--- config.mk ---
export PLATFORM = sky130hd
export DESIGN_NAME = rsr_ctrl
export DESIGN_NICKNAME = d
export VERILOG_FILES = /design/src/rtl/core/rsr_pkg.sv /design/src/rtl/core/rsr_ctrl.sv
export SDC_FILE = /design/constraint.sdc
export NUM_CORES = 1
export LEC_CHECK = 0
export BUFFER_PORTS_ARGS = -buffer_cell sky130_fd_sc_hd__buf_2
export CAP_MARGIN = 30
export CORE_AREA = 2 2 180 182
export CTS_BUF_LIST = sky130_fd_sc_hd__clkbuf_4 sky130_fd_sc_hd__clkbuf_8
export DETAILED_ROUTE_END_ITERATION = 12
export DIE_AREA = 0 0 182 184
export PLACE_DENSITY = 0.52
export REMOVE_ABC_BUFFERS = 1
export SYNTH_ARGS = -nofsm -noshare
export SYNTH_HDL_FRONTEND = slang
export SYNTH_SLANG_ARGS = --single-unit
--- constraint.sdc ---
create_clock -name aclk -period 9.01 [get_ports aclk]
set_input_delay 1.3515 -clock aclk [delete_from_list [all_inputs] [get_ports aclk]]
set_output_delay 1.3515 -clock aclk [all_outputs]
set_load 0.03 [all_outputs]
--- src/rtl/core/rsr_pkg.sv ---
package rsr_pkg;

    localparam int RequestSlots   = 16;
    localparam int MaxWays        = 8;
    localparam int MaxStripeWords = 8;
    localparam int SlotW   = 4;
    localparam int StripeW = 3;
    localparam int OffW    = 3;
    localparam int AddrW   = SlotW + StripeW + OffW;

    localparam logic [0:0] CfgWays  = 1'b0;
    localparam logic [0:0] CfgWords = 1'b1;

    typedef enum logic [2:0] {
        ST_IDLE,
        ST_FIX_RD,
        ST_FIX_WR,
        ST_OUT_RD,
        ST_OUT_WAIT
    } state_t;

    typedef struct packed {
        logic             store_in;
        logic             acc_clear;
        logic             rd_en;
        logic             wr_fix;
        logic             load_out;
        logic [StripeW-1:0] stripe;
        logic [OffW-1:0]    off;
        logic             out_last;
    } cmd_t;

    typedef struct packed {
        logic out_busy;
    } sts_t;

endpackage

--- src/rtl/core/rsr_ctrl.sv ---
module rsr_ctrl (
    input  logic               aclk,
    input  logic               aresetn,
    input  logic               s_tvalid,
    output logic               s_tready,
    input  logic [3:0]         in_slot,
    input  logic [3:0]         in_chan,
    input  logic [2:0]         in_off,
    input  logic               in_last,
    input  logic               cfg_valid,
    output logic               cfg_ready,
    input  logic [3:0]         cfg_index,
    input  logic [3:0]         cfg_data,
    input  rsr_pkg::sts_t      sts,
    output rsr_pkg::cmd_t      cmd,
    output logic [2:0]         in_stripe,
    output logic [3:0]         run_slot,
    output logic               run_repaired
);
    rsr_pkg::state_t state_reg, state_next;
    logic [3:0] ways_reg, words_reg;
    logic [7:0] marks_reg [0:rsr_pkg::RequestSlots-1];
    logic [3:0] slot_reg, slot_next;
    logic       rep_reg, rep_next;
    logic [2:0] miss_reg, miss_next;
    logic [2:0] s_reg, s_next, o_reg, o_next;
    logic       plast_reg, plast_next;
    logic [3:0] ew, ewd;
    logic [2:0] top_s, last_data, last_o;
    logic       ok, acc;
    logic [7:0] nm;
    logic [3:0] present;
    logic [2:0] missing;

    assign ew  = (ways_reg < 4'd2) ? 4'd2 : (ways_reg > 4'd8) ? 4'd8 : ways_reg;
    assign ewd = (words_reg == 4'd0) ? 4'd1 : (words_reg > 4'd8) ? 4'd8 : words_reg;
    assign top_s     = 3'(ew - 4'd1);
    assign last_data = 3'(ew - 4'd2);
    assign last_o    = 3'(ewd - 4'd1);
    assign in_stripe = 3'(in_chan - 4'd1);
    assign ok = (in_chan != 4'd0) && ((in_chan - 4'd1) < ew) && ({1'b0, in_off} < ewd);
    assign cfg_ready = 1'b1;
    assign run_slot = (state_reg == rsr_pkg::ST_IDLE) ? in_slot : slot_reg;
    assign run_repaired = rep_reg;
    assign acc = s_tvalid && s_tready;
    assign nm = marks_reg[in_slot] | (8'd1 << in_stripe);

    always_comb begin
        present = '0;
        missing = '0;
        for (int s = 0; s < rsr_pkg::MaxWays - 1; s++) begin
            if (s < int'(ew) - 1) begin
                if (nm[s]) present = present + 4'd1;
                else if (missing == 3'd0 && present == 4'(s)) missing = 3'(s);
            end
        end
        // Only one missing stripe matters for repair; find lowest unmarked.
        for (int s = rsr_pkg::MaxWays - 2; s >= 0; s--) begin
            if (s < int'(ew) - 1 && !nm[s]) missing = 3'(s);
        end
    end

    always_ff @(posedge aclk) begin
        if (!aresetn) begin
            ways_reg  <= 4'd4;
            words_reg <= 4'd8;
            for (int i = 0; i < rsr_pkg::RequestSlots; i++) marks_reg[i] <= '0;
        end else begin
            if (cfg_valid && cfg_index == {3'b0, rsr_pkg::CfgWays}) ways_reg <= cfg_data;
            if (cfg_valid && cfg_index == {3'b0, rsr_pkg::CfgWords}) words_reg <= cfg_data;
            if (acc && ok && in_last) marks_reg[in_slot] <= nm;
        end
    end

    always_ff @(posedge aclk) begin
        if (!aresetn) begin
            state_reg <= rsr_pkg::ST_IDLE;
        end else begin
            state_reg <= state_next;
        end
        slot_reg  <= slot_next;
        rep_reg   <= rep_next;
        miss_reg  <= miss_next;
        s_reg     <= s_next;
        o_reg     <= o_next;
        plast_reg <= plast_next;
    end

    always_comb begin
        state_next = state_reg;
        slot_next = slot_reg;
        rep_next = rep_reg;
        miss_next = miss_reg;
        s_next = s_reg;
        o_next = o_reg;
        plast_next = plast_reg;
        s_tready = 1'b0;
        cmd = '0;
        cmd.stripe = s_reg;
        cmd.off = o_reg;
        cmd.out_last = plast_reg;
        unique case (state_reg)
            rsr_pkg::ST_IDLE: begin
                s_tready = 1'b1;
                if (s_tvalid && ok) begin
                    cmd.store_in = 1'b1;
                    if (in_last) begin
                        slot_next = in_slot;
                        s_next = '0;
                        o_next = '0;
                        if (present == ew - 4'd1) begin
                            rep_next = 1'b0;
                            state_next = rsr_pkg::ST_OUT_RD;
                        end else if (present == ew - 4'd2 && nm[top_s]) begin
                            rep_next = 1'b1;
                            miss_next = missing;
                            s_next = (missing == 3'd0) ? 3'd1 : 3'd0;
                            cmd.acc_clear = 1'b1;
                            state_next = rsr_pkg::ST_FIX_RD;
                        end
                    end
                end
            end
            rsr_pkg::ST_FIX_RD: begin
                cmd.rd_en = 1'b1;
                if (s_reg == top_s || (s_reg + 3'd1 == miss_reg && miss_reg == top_s)) begin
                    state_next = rsr_pkg::ST_FIX_WR;
                end else begin
                    s_next = (s_reg + 3'd1 == miss_reg) ? s_reg + 3'd2 : s_reg + 3'd1;
                end
            end
            rsr_pkg::ST_FIX_WR: begin
                cmd.wr_fix = 1'b1;
                cmd.stripe = miss_reg;
                cmd.acc_clear = 1'b1;
                s_next = (miss_reg == 3'd0) ? 3'd1 : 3'd0;
                if (o_reg == last_o) begin
                    o_next = '0;
                    s_next = '0;
                    state_next = rsr_pkg::ST_OUT_RD;
                end else begin
                    o_next = o_reg + 3'd1;
                    state_next = rsr_pkg::ST_FIX_RD;
                end
            end
            rsr_pkg::ST_OUT_RD: begin
                if (!sts.out_busy) begin
                    cmd.rd_en = 1'b1;
                    plast_next = (s_reg == last_data) && (o_reg == last_o);
                    state_next = rsr_pkg::ST_OUT_WAIT;
                end
            end
            rsr_pkg::ST_OUT_WAIT: begin
                cmd.load_out = 1'b1;
                if (plast_reg) begin
                    state_next = rsr_pkg::ST_IDLE;
                end else begin
                    if (o_reg == last_o) begin
                        o_next = '0;
                        s_next = s_reg + 3'd1;
                    end else begin
                        o_next = o_reg + 3'd1;
                    end
                    state_next = rsr_pkg::ST_OUT_RD;
                end
            end
            default: state_next = rsr_pkg::ST_IDLE;
        endcase
    end

`ifndef SYNTHESIS
    a_tready_idle: assert property (@(posedge aclk) disable iff (!aresetn)
        s_tready |-> state_reg == rsr_pkg::ST_IDLE) else $error("ready outside idle");
    a_no_double_write: assert property (@(posedge aclk) disable iff (!aresetn)
        !(cmd.store_in && cmd.wr_fix)) else $error("two write sources");
    a_load_after_read: assert property (@(posedge aclk) disable iff (!aresetn)
        cmd.load_out |-> $past(cmd.rd_en)) else $error("load without read");
`endif
endmodule
After elaboration in Yosys (flattened, before gate mapping)
Memories as Yosys holds them, arrays and structs flattened.
Index checks and enable logic that the tools add are counted.
{"block": "op_classes", "n_addsub": 14, "n_mul": 0, "div_mod_pow": 0, "n_lt_le_gt_ge": 13, "eq_ne": 26, "shifts": 1, "n_mux": 92, "bitwise": 3, "n_reduce_logical": 53}
{"cell": "$mux W3", "n": 40}
{"cell": "$mux W4", "n": 18}
{"cell": "$add A4 B1 Y4 const B", "n": 6}
{"cell": "$logic_not A3 Y1", "n": 8}
{"cell": "$mux W1", "n": 24}
{"cell": "$logic_and A1 B1 Y1", "n": 23}
{"cell": "$eq A3 B3 Y1", "n": 5}
{"cell": "$lt A4 B5 Y1 const A", "n": 3}
{"cell": "$pmux W3 S5", "n": 1}
{"cell": "$eq A4 B3 Y1 const B", "n": 3}
{"cell": "$ne A2 B2 Y1 const B", "n": 6}
{"cell": "$pmux W3 S4", "n": 1}
{"cell": "$lt A3 B5 Y1 const A", "n": 2}
{"cell": "$reduce_and A5 Y1", "n": 2}
{"cell": "$pmux W3 S3", "n": 1}
{"cell": "$eq A4 B1 Y1 const B", "n": 2}
{"cell": "$eq A4 B2 Y1 const B", "n": 2}
{"cell": "$eq A4 B4 Y1", "n": 2}
{"cell": "$gt A4 B4 Y1 const B", "n": 2}
{"cell": "$logic_not A4 Y1", "n": 2}
{"cell": "$mux W8", "n": 1}
{"cell": "$or A8 B8 Y8", "n": 1}
{"cell": "$reduce_and A4 Y1", "n": 2}
{"cell": "$reduce_bool A4 Y1", "n": 2}
{"cell": "other kinds (30)", "n": 43}
{"block": "totals", "register_bits": 26, "latchBits": 0, "mem_bits_rw": 128, "rom_bits": 0, "input_bits": 25, "output_inout_bits": 22, "memories": 1}
{"name": "marks_reg", "depth": 16, "word_bits": 8, "rd": 1, "rd_ports_with_merged_regs": 0, "wr": 16, "line": "rsr_ctrl.sv:22", "rtl": "logic [7:0] marks_reg [0:rsr_pkg::RequestSlots-1];"}

Longest topological paths before layout
{"block": "depth", "depth_word": 49, "depth_mapped": 36, "mapped_depth_nobuf": 33}

Least setup slack after synthesis
Ideal clock, no wire load.
{"block": "synth_timing", "path_type": "input to output", "startpoint": "in in_slot[0]", "endpoint": "out cmd[10] (netlist bit)", "arrival_time_ns": 8.127, "setup_slack_ns": -0.469, "path_stages": 33, "n_path_buf": 5, "path_cell_list": "buf_2 -> buf_2 -> buf_2 -> mux4_2 -> mux4_2 -> a21oi_1 -> clkbuf_1 -> clkbuf_1 -> inv_1 -> ha_1 -> o311a_1 -> a41oi_2 -> inv_1 -> ha_1 -> inv_1 -> a211oi_1 -> a21o_1 -> ha_1 -> inv_1 -> a21oi_1 -> ha_1 -> nand2_1 -> o21ai_0 -> ha_1 -> and2_1 -> a2bb2oi_2 -> ha_1 -> nor3_1 -> nor3_1 -> nand4b_1 -> or3_1 -> nor2_1 -> o21a_1"}
{"element": "from (decl)", "line": "rsr_ctrl.sv:6", "rtl": "input logic [3:0] in_slot,"}
{"element": "to (decl)", "line": "rsr_ctrl.sv:15", "rtl": "output rsr_pkg::cmd_t cmd,"}

==> metrics.md <==
| Metric | Value |
|---|---|
| Mean post-synth cell area | `11.5 um^2` |
| Router iterations before antenna repair | `6` |
| Slew @ Worst Pin | `0.860 ns` |
| Worst slew margin | `42.7%` |
| Nets | `859` |
| Post-DP HPWL | `16.9 mm` |
| WL met2 | `11.1 mm` |
| Iteration-0 DRC Markers | `565` |
| Clk_lat worst skew | `0.46 ns` |
| Vias in the first global route | `5965` |
| Final setup violation count | `0` |
| Syn. warnings | `0` |
| RSZ-0062 raised after global routing | `false` |
| Syn Std Cell Area | `8750 um^2` |
| Setup TNS | `0 ns` |
| Area Growth Syn to Fin | `13.5%` |
| EDFF count, synth | `143` |
| Largest register FFs | `128` |
| Most frequent CP cell | `ha_1` |
| Clock Pin Slew Worst Setup and Hold Paths | `0.08 ns` |
| GRT overflow | `0` |
| CTS sink cnt | `154` |
| Pwr dens | `187 nW/um^2` |
| Initial antenna violation count | `0` |
| Diode count | `0` |
| First-pass GRT wire length | `36.1 mm` |
| Worst setup EP type | `primary output` |
| Die area | `33500 um^2` |
| WL per Instance | `19.3 um` |
| Critical path type | `in2out` |
| Status | `finished, final reports clean` |
| Peak VDD IR | `0.0888 mV` |
| Layout cell share with drive strength beyond 1 | `21.3%` |
| Critical Path Source Type | `input pin` |
| Clock buffer count from CTS | `17` |
| Commonest non-fill, non-tap cell in the layout | `nor2_1` |
| Met3 WL | `1.22 mm` |
| Placer Congestion | `0.894` |
| Final wirelength | `23.7 mm` |
| Netlist cell types | `77` |
| P_leak | `3.71 nW` |
| Gate Count Post-Synth | `762` |
| Worst path slowest cell | `or3_4` |
| Die width | `182 um` |
| Post-synth top flop | `edfxtp_1` |
| Max Cap Viol | `0` |
| Final ANT Viol Nets | `0` |
| Core Area | `31400 um^2` |
| Most frequent cells in the layout | `nor2_1 (160), edfxtp_1 (143), nand2_1 (57), buf_2 (44), mux4_2 (31)` |
| Top Layer Used | `met4` |
| Number of H-tree levels | `4` |
| Starting Density | `27.9%` |
| Family with the most delay on the worst path | `adder cells` |
| Port bufs | `45` |
| Final setup skew | `0.0214 ns` |
| # fillers | `3254` |
| Leading area contributor after synthesis | `edfxtp_1` |
| Register area share after synthesis | `51.6%` |
| Synth top area cells | `edfxtp_1 (49%), mux4_2 (8.0%), nor2_1 (6.9%)` |
| Area taken by multi-input logic gates | `3970 um^2` |
| Crit path largest cell delay | `0.43 ns` |
| Tot Pwr | `1.86 mW` |
| Yosys reg bits | `154` |
| Async set-or-reset flop fraction in the synthesized netlist | `0%` |
| Minimum clock period | `8.65 ns` |
| Largest net degree at the start of global routing | `32` |
| Slew Viols, Final | `0` |
| Required time worst endpoint | `7.66 ns` |
| Final Cycle Share | `96.0%` |
| GR Util All Layers | `14.3%` |
| Post-synth top area share | `49.1%` |
| Post-route insts no fill | `1225` |
| Placed insts | `1190` |
| CTS tree | `yes` |
| Worst-path maximum fanout | `5` |
| CTS root buf | `clkbuf_8` |
| Worst EP arrival | `7.30 ns` |
| CP Buf/Inv Count | `7` |
| Vias per cell | `5.00` |
| Chip height | `184 um` |
| Clk buf depth | `2` |
| Register area | `4510 um^2` |
| Routed vias | `6126` |
| Met1 Wirelength | `11.0 mm` |
| FP Rows | `65` |
| Number of remaining DRC errors | `0` |
| Min-delay worst type | `reg2reg` |
| Fmax | `116 MHz` |
| Final hold violation count | `0` |
| I/O pins | `47` |
[logic make-up after synthesis]
| logic type | after synthesis | share of synthesized area (%) |
|---|---|---|
| multiplexers | 61 | 11.7 |
| adder cells (fa/ha/maj) | 24 | 3.43 |
| AND/OR/NAND/NOR | 324 | 17.1 |
| XOR/XNOR | 39 | 4.78 |
| flip-flops | 154 | 51.6 |
| buffers and inverters | 69 | 3.69 |
| AO/OA/AOI/OAI | 90 | 7.62 |
| other | 1 | 0.0429 |
[tightest hold or removal path, cell delays in order, from the launching register on]
cell     delay [ns]
dfxtp_1        0.33
mux2i_1        0.07
nor2b_1        0.09
[Yosys cell counts (5+ instances only)]
cell type / count
a21oi_1: 17
a222oi_1: 6
and2_1: 9
and3_1: 7
buf_2: 12
clkbuf_1: 24
dfxtp_1: 11
edfxtp_1: 143
ha_1: 24
inv_1: 21
mux2_2: 17
mux2i_1: 11
mux4_2: 31
nand2_1: 57
nand2b_1: 11
nand3_1: 12
nor2_1: 161
nor2b_1: 17
nor3_1: 14
nor3b_1: 6
nor4_1: 7
o21a_1: 5
o21ai_0: 13
xnor2_1: 23
xnor3_1: 5
xor2_1: 10
[power breakdown]
group          internal [mW]  switching [mW]  total, mW
Clock                  0.251           0.287      0.538
Sequential             0.812          0.0248      0.837
Combinational          0.194           0.287      0.481
[routing by layer]
| layer | global-route usage [%] | vias up |
|---|---|---|
| met3 | 3.15 | 25 |
| met2 | 23.2 | 186 |
| met1 | 19.6 | 3039 |
| met4 | 3.55 | 0 |
| met5 | 0 | - |
| li1 | - | 2876 |
[through the flow]
| step | setup WS (ns) | cell area, um^2 | util [%] | hold slack, ns |
|---|---|---|---|---|
| 3_5_place_dp | 0.0107 | 9450 | 30.1 | 0.512 |
| 3_3_place_gp | 0.110 | 9440 | 30.1 | 0.510 |
| 6_report | 0.362 | 9930 | 31.6 | 0.529 |
| 4_1_cts | 0.0129 | 9850 | 31.4 | 0.535 |
| 2_1_floorplan | 0.157 | 8520 | - | 0.486 |
| 5_1_grt | 0.0286 | 9930 | 31.6 | 0.560 |
[cell type report]
type                       instances  share of cell area [%]
multi-input combinational        539                    40.0
tap                              402                    5.06
inverter                          23                   0.894
clock inverter                    15                    1.69
sequential                       154                    45.4
timing repair buffer              75                    4.60
clock buffer                      17                    2.36
[final timing paths]
kind                                  start                   endpoint  slack, ns  cells past startpoint
setup / recovery                 in_chan[0]                    cmd[10]       0.36                     34
hold / removal    words_reg[0]$_SDFFE_PN0P_  words_reg[0]$_SDFFE_PN0P_       0.53                      2
setup reg to reg   ways_reg[2]$_SDFFE_PN1P_      miss_reg[0]$_DFFE_PP_       2.22                     32
hold reg to reg   words_reg[0]$_SDFFE_PN0P_  words_reg[0]$_SDFFE_PN0P_       0.53                      2
[repair_timing]
item	4_1_cts	5_1_grt
hold buffers	0	0
endpoints found under the setup margin	1	1
gates resized for setup	1	12
buffers inserted	0	3
pin swaps	0	4
No activity file was read; power rests on OpenSTA's default activity.
